`src/rtl/assert_macros.svh`:
```
// assertion helper macros for the executor checks
`ifndef ASSERT_MACROS_SVH
`define ASSERT_MACROS_SVH

// same-cycle implication, ignored while reset is high
`define CHK_IMPLY(lbl, ck, rs, a, c) \
  lbl: assert property (@(posedge ck) disable iff (rs) (a) |-> (c)) \
    else $error("executor check failed");

// next-cycle implication, ignored while reset is high
`define CHK_NEXT(lbl, ck, rs, a, c) \
  lbl: assert property (@(posedge ck) disable iff (rs) (a) |=> (c)) \
    else $error("executor check failed");

`endif

```
`src/rtl/msie_pkg.sv`:
```
// shared types, opcodes and constants of the mips subset executor
`default_nettype none

package msie_pkg;

  localparam int MEM_WORDS_DEF = 4096;
  localparam int QDEPTH = 2;

  localparam logic [5:0] OP_SPECIAL = 6'b000000;
  localparam logic [5:0] OP_J       = 6'b000010;
  localparam logic [5:0] OP_JAL     = 6'b000011;
  localparam logic [5:0] OP_LW      = 6'b100011;
  localparam logic [5:0] OP_SW      = 6'b101011;

  localparam logic [5:0] FN_ADD = 6'b100000;
  localparam logic [5:0] FN_SUB = 6'b100010;
  localparam logic [5:0] FN_SLL = 6'b000000;
  localparam logic [5:0] FN_SRL = 6'b000010;
  localparam logic [5:0] FN_JR  = 6'b001000;

  localparam logic [3:0] CLS_ADD = 4'd0;
  localparam logic [3:0] CLS_SUB = 4'd1;
  localparam logic [3:0] CLS_SLL = 4'd2;
  localparam logic [3:0] CLS_SRL = 4'd3;
  localparam logic [3:0] CLS_JR  = 4'd4;
  localparam logic [3:0] CLS_LW  = 4'd5;
  localparam logic [3:0] CLS_SW  = 4'd6;
  localparam logic [3:0] CLS_J   = 4'd7;
  localparam logic [3:0] CLS_JAL = 4'd8;
  localparam logic [3:0] CLS_BAD = 4'd9;

  typedef struct packed {
    logic [3:0]  cls;
    logic [4:0]  rs;
    logic [4:0]  rt;
    logic [4:0]  dest;
    logic [4:0]  shamt;
    logic [15:0] imm;
    logic [11:0] target;
  } dec_t;

  typedef struct packed {
    logic [11:0] next_pc;
    logic        reg_write;
    logic [4:0]  reg_index;
    logic [31:0] reg_value;
    logic        mem_write;
    logic [11:0] mem_addr;
    logic [31:0] mem_data;
    logic        status;
  } res_t;

endpackage

`default_nettype wire

```
`src/rtl/msie_queue.sv`:
```
// small queue of decoded instructions between the front and back stages
`default_nettype none

module msie_queue import msie_pkg::*; (
  input  wire logic clk,
  input  wire logic rst,
  input  wire logic in_valid,
  input  wire dec_t in_item,
  output logic      full,
  output logic      out_valid,
  output dec_t      out_item,
  input  wire logic out_pop
);

  localparam int PW = $clog2(QDEPTH);
  localparam int CW = $clog2(QDEPTH + 1);

  dec_t          slots [QDEPTH];
  logic [PW-1:0] wptr;
  logic [PW-1:0] rptr;
  logic [CW-1:0] count;
  logic          push_ok;
  logic          pop_ok;

  assign full      = (count == CW'(QDEPTH));
  assign out_valid = (count != '0);
  assign out_item  = slots[rptr];
  assign push_ok   = in_valid && !full;
  assign pop_ok    = out_pop && out_valid;

  always_ff @(posedge clk) begin
    if (rst) begin
      wptr  <= '0;
      rptr  <= '0;
      count <= '0;
    end else begin
      if (push_ok) begin
        wptr <= (wptr == PW'(QDEPTH - 1)) ? '0 : wptr + 1'b1;
      end
      if (pop_ok) begin
        rptr <= (rptr == PW'(QDEPTH - 1)) ? '0 : rptr + 1'b1;
      end
      if (push_ok && !pop_ok) begin
        count <= count + 1'b1;
      end else if (pop_ok && !push_ok) begin
        count <= count - 1'b1;
      end
    end
  end

  always_ff @(posedge clk) begin
    if (push_ok) begin
      slots[wptr] <= in_item;
    end
  end

endmodule

`default_nettype wire

```
`config.mk`:
```
export PLATFORM = sky130hd
export DESIGN_NAME = msie_queue
export DESIGN_NICKNAME = d
export VERILOG_FILES = /design/src/rtl/assert_macros.svh /design/src/rtl/msie_pkg.sv /design/src/rtl/msie_queue.sv
export SDC_FILE = /design/constraint.sdc
export NUM_CORES = 1
export LEC_CHECK = 0
export ABC_AREA = 1
export BUFFER_PORTS_ARGS = -buffer_cell sky130_fd_sc_hd__buf_2
export CAP_MARGIN = 30
export CORE_MARGIN = 4
export CORE_UTILIZATION = 35
export DETAILED_ROUTE_END_ITERATION = 6
export SLEW_MARGIN = 20
export SYNTH_ARGS = -nofsm -noshare
export SYNTH_HDL_FRONTEND = slang
export SYNTH_SLANG_ARGS = --single-unit
```
`constraint.sdc`:
```
create_clock -name clk -period 4 [get_ports clk]
set_input_delay 0.2 -clock clk [delete_from_list [all_inputs] [get_ports clk]]
set_output_delay 0.2 -clock clk [all_outputs]
set_load 0.05 [all_outputs]
```
==> run_results.csv <==
group,metric,value,unit
setup_path,crit_type,"reg2out",
placed_design,place_congestion,0.697,
synth,synth_top_area_share,73.5,%
route,drc,0,
timing,tns,0,ns
synth,yosysTopAreaCell,"edfxtp_1",
cts,cts_resized,0,
die,die_area,14000,µm²
synth,synth_cells,199,
global_routing,antenna_found_initial,0,
synth,syn_avg_cell_area,21.4,µm²
die,ios,110,
timing,hold_viol,0,
cts,cts_tree,"yes",
global_routing,grtUsageTotal,10.3,%
synth,yosys_warnings,0,
final_layout,n_antenna_cell,0,
final_layout,finalCoreUtilization,44.7,%
die,dieHeight,118,µm
setup_path,startpoint_type,"flip-flop",
timing,setup_ws,1.91,ns
timing,rsz0062_at_grt,"no",
route,vias_per_cell,4.48,
route,num_vias,2078,
final_layout,fin_nets,373,
placed_design,portBuffers,109,
cts,clk-insertion-delay-late,0.33,ns
setup_path,cp_max_fo,27,
pwr,p_total,3.65,mW
final_layout,regArea,3230,µm²
global_routing,grt-ovfl-total,0,
cts,cts.sinks,109,
die,coreArea,11700,µm²
final_layout,area_growth,22.6,%
cts,clock_path_buffers,2,
global_routing,grt_pass1_wl,11.2,mm
timing,fmax,0.478,GHz
global_routing,grt_start_max_net_pins,53,
setup_path,arrival,1.89,ns
pwr,vdd_drop_max,0.000386,V
timing,maxSlewHeadroom,40.9,%
die,die_w,118,µm
pwr,power.density,700,nW/µm²
timing,worstMarginPinSlew,0.885,ns
placed_design,dp_hpwl,4.73,mm
cts,ctsHoldBuffers,0,
setup_path,cp_data_required_time,3.80,ns
synth,ys_ff_latch,109,
pwr,power_leakage,2.07,nW
cts,postCtsSetupBuffers,0,
die,rows,39,
setup_path,critical-path-max-stage-delay,0.67,ns
timing,fin_crit_sh,52.3,%
timing,slew_violations,0,
cts,htree_levels,3,
job,drv_cap,0,
setup_path,worst_path_max_delay_cell,"dfxtp_4",
cts,numCtsBuffers,9,
placed_design,detailedPlace.worstSlack,1.87,ns
global_routing,first_global_vias,2220,
timing,worst_clock_skew,0.00478,ns
final_layout,drive_gt1_share,56.7,%
synth,synth.distinct_cells,15,
setup_path,path_cells,"buf_12 -> mux2_2 -> buf_2",
final_layout,fillerInstances,1025,
synth,synth_area_leaders,"edfxtp_1 (73%), mux2_4 (18%), buf_12 (2.4%)",
cts,cts.clk_slew.worst_paths,0.07,ns
timing,setup_viol,0,
final_layout,multi_input_comb_area,902,µm²
route,dr.first_iter.drc_count,75,
route,wl_per_cell,15.2,µm
route,ant_nets,0,
synth,syn-cell-area,4250,µm²
route,first_pass_iters,4,
synth,yosysSeqAreaShare,75.8,%
die,initial_core_util,36.5,%
cts,clock-root-buffer,"clkbuf_16",
outcome,status,"finished, final reports clean",
timing,fin_crit,2.09,ns
route,wirelength,7.06,mm
worst_hold_path,hold_class,"in2reg",
synth,synthesis.nets,256,
setup_path,critPathCaptureType,"primary output",
metrics by stage:
| step | cell area, µm² | instances | hold WS (ns) |
|---|---|---|---|
| after floorplan | 4250 | 199 | 0.299 |
| after global placement | 4900 | 447 | 0.390 |
| after detailed placement | 4900 | 447 | 0.393 |
| after CTS | 5190 | 463 | 0.0355 |
| after global routing | 5210 | 464 | 0.0287 |
| final | 5210 | 464 | 0.0494 |
area by class of cell:
class	count	area share [%]
inverters	8	0.576
clock buffers	15	5.52
multi-input cells	76	17.3
clock inverters	1	0.0960
well taps	143	3.43
repair buffers	112	11.1
flip-flops and latches	109	61.9
synthesized netlist by cell type (all sizes together):
cell and count:
a21oi 2, buf 6, dfxtp 5, edfxtp 104, ha 1, inv 8, mux2 52, nand2 7
nand3 2, nand4 1, nor2 8, o21ai 3
flip-flops by register name (all words and copies together), names as in the netlist, named ones only:
register	cells
slots	104
count	2
rptr	1
wptr	1
routing by layer:
layer  wire length [µm]  global-route usage (%)  up-vias
met2               3380                    15.9       68
met5                  0                       0        -
li1                   -                       -      996
met1               3150                    13.2     1005
met4                101                    3.96        0
met3                430                    3.96        9
report_power, final:
| group | internal (mW) | switching (mW) | leakage, nW |
|---|---|---|---|
| clock network | 0.490 | 0.351 | 0.146 |
| registers | 1.45 | 0.0822 | 1.01 |
| logic | 0.406 | 0.871 | 0.909 |
logic make-up after synthesis:
| group | Yosys count | share of synthesized area (%) |
|---|---|---|
| buffers and inverters | 14 | 3.33 |
| and+or+nand+nor | 18 | 1.71 |
| DFF | 109 | 75.8 |
| adders and majority gates | 1 | 0.294 |
| muxes | 52 | 18.2 |
| AOI/OAI and AO/OA | 5 | 0.677 |
layout by cell type (no fill, tap or decap), types with 2 or more instances in the layout:
cell	synthesis	final
mux2_2	2	2
dfxtp_1	5	4
edfxtp_1	104	104
nor2_4	0	2
clkbuf_8	0	4
buf_4	0	2
nor2_1	8	6
buf_2	0	109
nand3_1	2	2
clkbuf_1	0	2
a21oi_1	2	2
o21ai_0	2	2
mux2_4	50	50
inv_1	8	8
nand2_1	7	7
clkbuf_16	0	9
critical path, delay by kind of cell, from the launching register on:
family | cells | cell delay [ns]
buffers and inverters | 2 | 0.51
DFF | 1 | 0.67
muxes | 1 | 0.37
path summary, 6_finish.rpt:
check / start / endpoint / slack [ns] / cells past startpoint
setup / recovery: flip-flop / out_item[29] / 1.91 / 3
hold / removal: in_item[36] / slots[0][36] / 0.05 / 1
hold reg to reg: rptr / flip-flop / 0.51 / 2
setup reg to reg: count[1] / slots[0][3] / 1.94 / 4
(Power assumes the default switching activity.)
