## config.mk

```make
export PLATFORM = sky130hd
export DESIGN_NAME = msie_front
export DESIGN_NICKNAME = d
export VERILOG_FILES = /design/src/rtl/assert_macros.svh /design/src/rtl/msie_pkg.sv /design/src/rtl/msie_front.sv
export SDC_FILE = /design/constraint.sdc
export NUM_CORES = 1
export LEC_CHECK = 0
export BUFFER_PORTS_ARGS = -buffer_cell sky130_fd_sc_hd__buf_2
export CORE_MARGIN = 2
export CORE_UTILIZATION = 42
export CTS_CLUSTER_DIAMETER = 150
export DETAILED_ROUTE_END_ITERATION = 12
export PLACE_DENSITY = 0.88
export SLEW_MARGIN = 15
export SYNTH_ARGS = -nofsm -noshare
export SYNTH_HDL_FRONTEND = slang
export SYNTH_SLANG_ARGS = --single-unit
```

## constraint.sdc

```tcl
create_clock -name clk -period 3.6 [get_ports clk]
set_clock_uncertainty 0.1 [all_clocks]
set_input_delay 0.54 -clock clk [delete_from_list [all_inputs] [get_ports clk]]
set_output_delay 0.54 -clock clk [all_outputs]
set_load 0.05 [all_outputs]
```

## src/rtl/assert_macros.svh

```systemverilog
// assertion helper macros for the executor checks
`ifndef ASSERT_MACROS_SVH
`define ASSERT_MACROS_SVH

// same-cycle implication, ignored while reset is high
`define CHK_IMPLY(lbl, ck, rs, a, c) \
  lbl: assert property (@(posedge ck) disable iff (rs) (a) |-> (c)) \
    else $error("executor check failed");

// next-cycle implication, ignored while reset is high
`define CHK_NEXT(lbl, ck, rs, a, c) \
  lbl: assert property (@(posedge ck) disable iff (rs) (a) |=> (c)) \
    else $error("executor check failed");

`endif

```

## src/rtl/msie_pkg.sv

```systemverilog
// shared types, opcodes and constants of the mips subset executor
`default_nettype none

package msie_pkg;

  localparam int MEM_WORDS_DEF = 4096;
  localparam int QDEPTH = 2;

  localparam logic [5:0] OP_SPECIAL = 6'b000000;
  localparam logic [5:0] OP_J       = 6'b000010;
  localparam logic [5:0] OP_JAL     = 6'b000011;
  localparam logic [5:0] OP_LW      = 6'b100011;
  localparam logic [5:0] OP_SW      = 6'b101011;

  localparam logic [5:0] FN_ADD = 6'b100000;
  localparam logic [5:0] FN_SUB = 6'b100010;
  localparam logic [5:0] FN_SLL = 6'b000000;
  localparam logic [5:0] FN_SRL = 6'b000010;
  localparam logic [5:0] FN_JR  = 6'b001000;

  localparam logic [3:0] CLS_ADD = 4'd0;
  localparam logic [3:0] CLS_SUB = 4'd1;
  localparam logic [3:0] CLS_SLL = 4'd2;
  localparam logic [3:0] CLS_SRL = 4'd3;
  localparam logic [3:0] CLS_JR  = 4'd4;
  localparam logic [3:0] CLS_LW  = 4'd5;
  localparam logic [3:0] CLS_SW  = 4'd6;
  localparam logic [3:0] CLS_J   = 4'd7;
  localparam logic [3:0] CLS_JAL = 4'd8;
  localparam logic [3:0] CLS_BAD = 4'd9;

  typedef struct packed {
    logic [3:0]  cls;
    logic [4:0]  rs;
    logic [4:0]  rt;
    logic [4:0]  dest;
    logic [4:0]  shamt;
    logic [15:0] imm;
    logic [11:0] target;
  } dec_t;

  typedef struct packed {
    logic [11:0] next_pc;
    logic        reg_write;
    logic [4:0]  reg_index;
    logic [31:0] reg_value;
    logic        mem_write;
    logic [11:0] mem_addr;
    logic [31:0] mem_data;
    logic        status;
  } res_t;

endpackage

`default_nettype wire

```

## src/rtl/msie_front.sv

```systemverilog
// front stage: accepts instruction words and decodes them into classes
`default_nettype none

module msie_front import msie_pkg::*; (
  input  wire logic        clk,
  input  wire logic        rst,
  input  wire logic        push,
  output logic             full,
  input  wire logic [31:0] instruction_word,
  input  wire logic        clearing,
  input  wire logic        q_full,
  output logic             f_valid,
  output dec_t             f_item
);

  logic       valid;
  dec_t       item;
  dec_t       dec;
  logic       accept;
  logic       move;
  logic [5:0] op;
  logic [5:0] fn;

  assign op = instruction_word[31:26];
  assign fn = instruction_word[5:0];

  always_comb begin
    dec        = '0;
    dec.rs     = instruction_word[25:21];
    dec.rt     = instruction_word[20:16];
    dec.dest   = instruction_word[15:11];
    dec.shamt  = instruction_word[10:6];
    dec.imm    = instruction_word[15:0];
    dec.target = instruction_word[11:0];
    unique case (op)
      OP_SPECIAL: begin
        unique case (fn)
          FN_ADD:  dec.cls = CLS_ADD;
          FN_SUB:  dec.cls = CLS_SUB;
          FN_SLL:  dec.cls = CLS_SLL;
          FN_SRL:  dec.cls = CLS_SRL;
          FN_JR:   dec.cls = CLS_JR;
          default: dec.cls = CLS_BAD;
        endcase
      end
      OP_LW: begin
        dec.cls  = CLS_LW;
        dec.dest = instruction_word[20:16];
      end
      OP_SW:  dec.cls = CLS_SW;
      OP_J:   dec.cls = CLS_J;
      OP_JAL: begin
        dec.cls  = CLS_JAL;
        dec.dest = 5'd31;
      end
      default: dec.cls = CLS_BAD;
    endcase
  end

  assign full    = clearing || (valid && q_full);
  assign accept  = push && !full;
  assign move    = valid && !q_full;
  assign f_valid = valid;
  assign f_item  = item;

  always_ff @(posedge clk) begin
    if (rst) begin
      valid <= 1'b0;
    end else if (accept) begin
      valid <= 1'b1;
    end else if (move) begin
      valid <= 1'b0;
    end
  end

  always_ff @(posedge clk) begin
    if (accept) begin
      item <= dec;
    end
  end

endmodule

`default_nettype wire

```

==> impl_metrics.json, run 1 <==
{
  "status": "finished, final reports clean",
  "crit_fanout": 3,
  "p_leak_nw": 0.8118,
  "dr_wl_met2_um": 1412,
  "synth_seq_area_share_pct": 71.99,
  "final_common_cell": "buf_2",
  "cp_top_family": "flip-flops",
  "layout_common_cells": "90 x buf_2, 35 x edfxtp_1, 7 x nand2b_1",
  "die_h_um": 63.52,
  "dr.pass1.iters": 5,
  "start_util_pct": 44.23,
  "max_stage_delay_ps": 400,
  "clk_path_buf_depth": 2,
  "gp_congestion": 0.7599,
  "dieArea_um2": 4034,
  "ys_ff_latch": 36,
  "grt_max_degree": 36,
  "layout-drive-gt1-share_pct": 62.72,
  "cts_tree": "built",
  "yosysUniqueCellTypes": 21,
  "cp.required_ps": 2960,
  "drt-met1-wl_um": 1012,
  "dp_hpwl_um": 2129,
  "path_buf_inv": 1,
  "numPortBuffers": 90,
  "post_cts_resized": 0,
  "drtIter0Drc": 36,
  "slew_headroom_pct": 30.40,
  "drc_errors": 0,
  "crit_path_top_delay_cell": "dfxtp_1",
  "hold_buffers": 0,
  "root_buffer": "clkbuf_4",
  "synthesis.area_um2": 1488,
  "post-place-ws_ps": 1455,
  "syn2layout_area_growth_pct": 29.77,
  "post_drt_wl_per_cell_um": 12.70,
  "htreeDepth": 2,
  "final_nets": 205,
  "critPathCaptureType": "primary output",
  "worstMarginPinSlew_ps": 1042,
  "grt.overflow.total": 0,
  "antennaDiodeCount": 0,
  "path_class": "reg -> out",
  "ir_drop_uv": 174.0,
  "hold_class": "in -> reg",
  "ys_warn_count": 0,
  "via_per_inst": 4.623,
  "syn_nets": 125,
  "setup_tns_ps": 0,
  "cts_sinks": 36,
  "yosysTopAreaCell": "edfxtp_1",
  "dr.max_layer_used": "met4",
  "ioPinCount": 91,
  "grt_usage_pct": 14.32,
  "rsz0062_at_grt": "false",
  "max_freq_ghz": 0.5605,
  "power.density_nw_per_um2": 439.8,
  "drtAntennaViolNets": 0,
  "core_um2": 3363,
  "grt_antenna_before_repair": 0,
  "via_count": 994,
  "min_period_ps": 1784,
  "insertion_delay_ps": 320,
  "worst_ep_arrival_time_ps": 1140,
  "clk_pin_slew_ps": 100,
  "synthCells": 88,
  "grt_pass1_wl_um": 4264,
  "synth_area_leaders": "edfxtp_1 71%, buf_4 8.6%, mux2_2 3.0%",
  "setup_violations": 0,
  "drv_cap": 0,
  "finalHoldViolations": 0,
  "grt_pass1_vias": 907,
  "cts_buffers": 5,
  "cts_setup_buffers": 0,
  "fillers": 296,
  "rows": 21,
  "wirelength_um": 2730,
  "synth_top_area_share_pct": 70.65,
  "die_w_um": 63.52,
  "path_cells": "nand2_1, nand2b_1, buf_2",
  "setup_slack_ps": 1816,
  "syn_avg_cell_area_um2": 16.91,
  "fin_crit_sh_pct": 49.56,
  "start_kind": "flop",
  "maxSlewViolCount": 0,
  "routed-wl-met3_um": 250
}
## sequential cells by signal (all words and copies together) (netlist names)
name and count:
f_item 35, f_valid 1
## routing by layer
metal,vias up,GRT usage [%]
met5,-,0
met3,6,5.536
met4,0,6.522
li1,481,-
met2,64,25.79
met1,443,14.45
## metrics by stage
| stage | instance area, um^2 | instances | power (W) | utilization [%] | hold WS (ps) |
|---|---|---|---|---|---|
| 2_1_floorplan | 1488 | 88 | 0.0006208 | - | 509.1 |
| 4_1_cts | 1931 | 215 | 0.0008607 | 57.40 | 230.1 |
| 3_5_place_dp | 1879 | 207 | 0.0006665 | 55.88 | 418.2 |
| 3_3_place_gp | 1879 | 207 | 0.0006634 | 55.88 | 415.1 |
| 5_1_grt | 1931 | 215 | 0.0008893 | 57.40 | 231.2 |
| 6_report | 1931 | 215 | 0.0008490 | 57.40 | 249.9 |
## final cells by class
class	count	area (um^2)	area share, %
Clock buffer	5	37.54	1.944
Clock inverter	3	13.76	0.7129
Inverter	1	3.754	0.1944
Multi-Input combinational cell	34	296.5	15.36
Sequential cell	36	1071	55.48
Tap cell	46	57.56	2.981
Timing Repair Buffer	90	450.4	23.33
## worst paths after layout
check | start | endpoint | slack [ps] | depth (start not counted)
worst max register to register | f_valid | f_item[25] | 1940 | 1
worst min-delay path | rst | f_valid | 250 | 2
worst max-delay path | f_valid | full | 1820 | 3
worst min register to register | f_valid | f_valid | 430 | 2
## cell usage after synthesis
cell type / instances
nand3_1: 1
buf_4: 17
mux2_1: 1
dfxtp_1: 1
nor4_4: 2
a2111oi_4: 1
or3_4: 1
nand2_1: 4
nor2_1: 2
inv_1: 1
edfxtp_1: 35
nor4_1: 2
a21oi_1: 2
a32o_1: 1
a31oi_1: 2
o21ai_0: 1
xor2_1: 1
nand2b_1: 7
a211oi_1: 1
mux2_2: 4
a41o_1: 1
## power by group
part	switching (W)	internal, W
Combinational	0.000128	0.0000400
Sequential	0.00000562	0.000481
Clock	0.000122	0.0000716
## kinds of logic after synthesis
kind of cell | share of synthesized area [%]
buffers and inverters | 8.831
AND/OR/NAND/NOR | 9.251
XOR/XNOR | 0.5888
flip-flops | 71.99
multiplexers | 3.784
AO/OA/AOI/OAI | 5.551
Note: power is estimated with default switching activity, not from simulation.
==> run 2: changes to the inputs <==
--- a/config.mk
+++ b/config.mk
@@ -7,10 +7,10 @@
 export LEC_CHECK = 0
 export BUFFER_PORTS_ARGS = -buffer_cell sky130_fd_sc_hd__buf_2
 export CORE_MARGIN = 2
-export CORE_UTILIZATION = 42
+export CORE_UTILIZATION = 38
 export CTS_CLUSTER_DIAMETER = 150
 export DETAILED_ROUTE_END_ITERATION = 12
-export PLACE_DENSITY = 0.88
+export PLACE_DENSITY = 0.85
 export SLEW_MARGIN = 15
 export SYNTH_ARGS = -nofsm -noshare
 export SYNTH_HDL_FRONTEND = slang
==> constraint.sdc (replaced) <==
create_clock -name clk -period 1.5 [get_ports clk]
set_clock_uncertainty 0.1 [all_clocks]
set_input_delay 0.225 -clock clk [delete_from_list [all_inputs] [get_ports clk]]
set_output_delay 0.225 -clock clk [all_outputs]
set_load 0.05 [all_outputs]
==> run 2 against run 1 <==
Against the previous run:
- sequential share of layout area shrank 2.3 points
- global-route usage shrank 1.6 points
- final cell count grew 3.3%
- clock-buffer cell count is the same
- critical path type unchanged
- largest cell class unchanged
- highest routed layer unchanged
==> impl_metrics.json, run 2 (synthesis results as in run 1) <==
{
  "grt_usage_pct": 12.73,
  "dr.max_layer_used": "met4",
  "htreeDepth": 2,
  "drt-met1-wl_um": 1104,
  "dr_wl_met2_um": 1352,
  "grt.overflow.total": 0,
  "start_kind": "flop",
  "fin_crit_sh_pct": 89.45,
  "die_w_um": 66.57,
  "p_seq_share_pct": 53.6,
  "dieArea_um2": 4432,
  "grt_pass1_wl_um": 4133,
  "ioPinCount": 91,
  "layout-drive-gt1-share_pct": 63.22,
  "critPathCaptureType": "primary output",
  "swShare_pct": 27.97,
  "routed-wl-met3_um": 295,
  "numPortBuffers": 90,
  "maxSlewViolCount": 0,
  "cts_tree": "built",
  "rsz0062_at_grt": "false",
  "hold_buffers": 1,
  "hold_class": "in -> reg",
  "via_per_inst": 4.608,
  "path_class": "reg -> out",
  "drtIter0Drc": 74,
  "wirelength_um": 2783,
  "cts_buffers": 5,
  "power_w": 0.002179,
  "p_leak_nw": 0.8518,
  "cp.required_ps": 1170,
  "drv_cap": 0,
  "via_count": 1023,
  "stdcell_count": 222,
  "start_util_pct": 40.03,
  "grt_pass1_vias": 968,
  "dp_hpwl_um": 2209,
  "dr.pass1.iters": 4,
  "final_nets": 211,
  "rows": 22,
  "layout_common_cells": "90 x buf_2, 35 x edfxtp_1, 7 x nand2b_1",
  "post_cts_resized": 0,
  "drc_errors": 0,
  "setup_violations": 0,
  "final_common_cell": "buf_2",
  "ir_drop_uv": 307.0,
  "insertion_delay_ps": 270,
  "setup_tns_ps": 0,
  "status": "finished, final reports clean",
  "clk_pin_slew_ps": 60,
  "post-place-ws_ps": -32.44,
  "gp_congestion": 0.8476,
  "clk_path_buf_depth": 2,
  "syn2layout_area_growth_pct": 35.91,
  "power.density_nw_per_um2": 1077,
  "dpl.cell_count": 214,
  "worstMarginPinSlew_ps": 287.5,
  "drtAntennaViolNets": 0,
  "root_buffer": "clkbuf_8",
  "cts_setup_buffers": 0,
  "setup_slack_ps": 158.3,
  "core_um2": 3716,
  "pwr-share-comb_pct": 19.3,
  "antennaDiodeCount": 0,
  "grt_max_degree": 36,
  "max_freq_ghz": 0.7453,
  "p_clk_share_pct": 27.1,
  "min_period_ps": 1342,
  "fin_util_pct": 54.41,
  "post_drt_wl_per_cell_um": 12.54,
  "die_h_um": 66.57,
  "p_switching_w": 0.0006094,
  "worst_ep_arrival_time_ps": 1020,
  "finalHoldViolations": 0,
  "grt_antenna_before_repair": 0,
  "internal-power_w": 0.001569,
  "cts_sinks": 36,
  "largest_reg_flops": 35,
  "crit_fanout": 3,
  "slew_headroom_pct": 80.69
}
## run 2: cell types whose count changed in the layout (fill, tap and decap cells not counted)
| cell | change |
|---|---|
| buf_12 | +1 |
| buf_4 | +4 |
| clkbuf_4 | -5 |
| clkbuf_8 | +5 |
| clkinv_1 | +1 |
| clkinv_2 | -2 |
| dfxtp_1 | -1 |
| dfxtp_4 | +1 |
| dlygate4sd3_1 | +1 |
## run 2: critical path, stage by stage, from the launching register on
cell,delay [ps]
dfxtp_4,360
nand2_1,60
nand2b_1,70
buf_2,250
## run 2: routing by layer
layer / GRT usage, % / vias up
li1: - / 488
met4: 5.102 / 0
met3: 4.392 / 5
met5: 0 / -
met2: 22.25 / 66
met1: 14.07 / 464
## run 2: power by group through the flow
stage                     registers [W]  clock network (W)  logic, W
after detailed placement        0.00119                  0  0.000422
final                           0.00117           0.000591  0.000420
after CTS                       0.00117           0.000616  0.000424
after floorplan                 0.00134                  0  0.000151
after global routing            0.00117           0.000664  0.000444
after global placement          0.00119                  0  0.000417
## run 2: final timing paths
check | startpoint | endpoint | slack, ps | cells after the start
hold reg to reg | f_valid | f_valid | 410 | 2
setup / recovery | f_valid | full | 160 | 3
setup reg to reg | f_valid | f_item[34] | 350 | 2
hold / removal | instruction_word[9] | f_item[31] | 30 | 1
## run 2: cell type report
cell class,instances,area (um^2)
well taps,48,60.06
inverters,1,3.754
flip-flops and latches,36,1075
fillers,312,1694
multi-input cells,34,296.5
clock buffers,5,68.82
clock inverters,2,7.507
repair buffers,96,510.5
## run 2: through the flow
stage                     hold WS, ps  instance area [um^2]
after global routing            16.15                  2022
after detailed placement        274.6                  1936
after CTS                       21.07                  2022
after global placement          274.1                  1936
after floorplan                 184.4                  1503
final                           29.68                  2022
==> run 3: changes to the inputs <==
--- a/config.mk
+++ b/config.mk
@@ -7,10 +7,10 @@
 export LEC_CHECK = 0
 export BUFFER_PORTS_ARGS = -buffer_cell sky130_fd_sc_hd__buf_2
 export CORE_MARGIN = 2
-export CORE_UTILIZATION = 38
+export CORE_UTILIZATION = 37
 export CTS_CLUSTER_DIAMETER = 150
 export DETAILED_ROUTE_END_ITERATION = 12
-export PLACE_DENSITY = 0.85
+export PLACE_DENSITY = 0.83
 export SLEW_MARGIN = 15
 export SYNTH_ARGS = -nofsm -noshare
 export SYNTH_HDL_FRONTEND = slang
==> run 3 against run 2 <==
Against the previous run:
- sequential share of layout area fell by 1.4 points
- largest cell class unchanged
- die area rose by 2.5%
- clock-buffer cell count did not move
- largest power group unchanged
- global-route usage fell by 0.23 points
- non-clock buffer count rose by 2
- register-to-register slack barely moved
- via count fell by 0.39%
==> impl_metrics.json, run 3 (synthesis results as in run 1) <==
{
  "rows": 23,
  "p_leak_nw": 0.8758,
  "grt_max_degree": 36,
  "drc_errors": 0,
  "htreeDepth": 2,
  "drtAntennaViolNets": 0,
  "worstMarginPinSlew_ps": 308.6,
  "root_buffer": "clkbuf_8",
  "cp.required_ps": 1170,
  "multiInputGateArea_um2": 296.5,
  "rsz0062_at_grt": "false",
  "die_h_um": 67.41,
  "final_nets": 213,
  "grt.overflow.total": 0,
  "cts_sinks": 36,
  "power_w": 0.002407,
  "worst_hold_slack_ps": 19.63,
  "drv_cap": 0,
  "power.density_nw_per_um2": 1159,
  "clk_pin_slew_ps": 70,
  "gp_congestion": 0.8321,
  "layout_common_cells": "90 x buf_2, 35 x edfxtp_1, 7 x nand2b_1",
  "status": "finished, final reports clean",
  "core_um2": 3943,
  "place_area_um2": 1946,
  "start_kind": "flop",
  "insertion_delay_ps": 280,
  "stdcell_count": 227,
  "crit_fanout": 3,
  "largest_reg_flops": 35,
  "post_drt_wl_per_cell_um": 12.61,
  "die_w_um": 67.41,
  "path_class": "reg -> out",
  "slew_headroom_pct": 79.27,
  "dpl.cell_count": 217,
  "via_per_inst": 4.489,
  "start_util_pct": 37.73,
  "setup_violations": 0,
  "min_period_ps": 1354,
  "grt_pass1_vias": 881,
  "post_cts_resized": 0,
  "critPathCaptureType": "primary output",
  "clk_path_buf_depth": 2,
  "cts_buffers": 5,
  "max_freq_ghz": 0.7384,
  "path_cells": "nand2_1, nand2b_1, buf_2",
  "final_area_um2": 2077,
  "crit_path_top_delay_cell": "dfxtp_4",
  "path_buf_inv": 1,
  "via_count": 1019,
  "seq_area_um2": 1075,
  "grt_pass1_wl_um": 3967,
  "fin_util_pct": 52.68,
  "dp_hpwl_um": 2281,
  "wirelength_um": 2862,
  "final_common_cell": "buf_2",
  "worst_ep_arrival_time_ps": 1030,
  "finalHoldViolations": 0,
  "maxSlewViolCount": 0,
  "layout-drive-gt1-share_pct": 64.41,
  "grt_antenna_before_repair": 0,
  "drtIter0Drc": 39,
  "hold_class": "in -> reg",
  "fillers": 349,
  "cts_tree": "built",
  "numPortBuffers": 90,
  "antennaDiodeCount": 0,
  "ioPinCount": 91,
  "ir_drop_uv": 448.8,
  "max_stage_delay_ps": 370,
  "cp_top_family": "flip-flops",
  "dieArea_um2": 4544,
  "dr.pass1.iters": 4,
  "syn2layout_area_growth_pct": 39.61,
  "fin_crit_sh_pct": 90.28,
  "grt_usage_pct": 12.50
}
-- run 3: cell count changes in the layout (fill, tap and decap cells not counted) --
| cell | delta |
|---|---|
| clkinvlp_4 | +1 |
| dlygate4sd3_1 | +1 |
| clkinv_2 | +1 |
| buf_4 | +1 |
| bufinv_16 | +1 |
| clkinv_1 | -2 |
-- run 3: metal layers --
metal / GRT usage, % / vias to the layer above / wire, um
met5: 0 / - / 0
met2: 20.05 / 70 / 1342
li1: - / 495 / -
met1: 14.53 / 448 / 1127
met3: 5.500 / 6 / 344
met4: 5.357 / 0 / 47
-- run 3: per-stage QoR --
stage               worst slack [ps]  setup TNS (ps)
floorplan                     -51.48           -1802
global placement              -33.76          -41.50
detailed placement            -37.26          -92.75
CTS                            125.5               0
global route                   67.43               0
finish                         145.8               0
-- run 3: worst reg2reg max path: cells and delay by family (launching register included) --
kind	cells	cell delay (ps)
compound gates	1	160
buf+inv	1	220
flops	1	360
-- run 3: final cells by class --
cell class | count | share of cell area (%)
Timing Repair Buffer | 98 | 25.42
Multi-Input combinational cell | 34 | 14.28
Clock buffer | 5 | 3.313
Tap cell | 50 | 3.012
Sequential cell | 36 | 51.75
Inverter | 1 | 0.1807
Clock inverter | 3 | 2.048
-- run 3: path summary, 6_finish.rpt --
path,to,slack [ps],depth (start not counted),startpoint
min,f_item[47],20,1,instruction_word[25]
min reg2reg,f_valid,420,2,f_valid
max reg2reg,f_item[50],340,2,f_valid
max,full,150,3,f_valid
-- run 3: timing repair --
| action | CTS | global route |
|---|---|---|
| hold endpoints to repair | 1 | 1 |
| setup buffers | 0 | 0 |
| hold buffers | 1 | 1 |
-- run 3: power breakdown --
part,switching [W],internal [W],total [W]
registers,0.0000133,0.00115,0.00117
clock network,0.000324,0.000491,0.000815
logic,0.000313,0.000113,0.000425
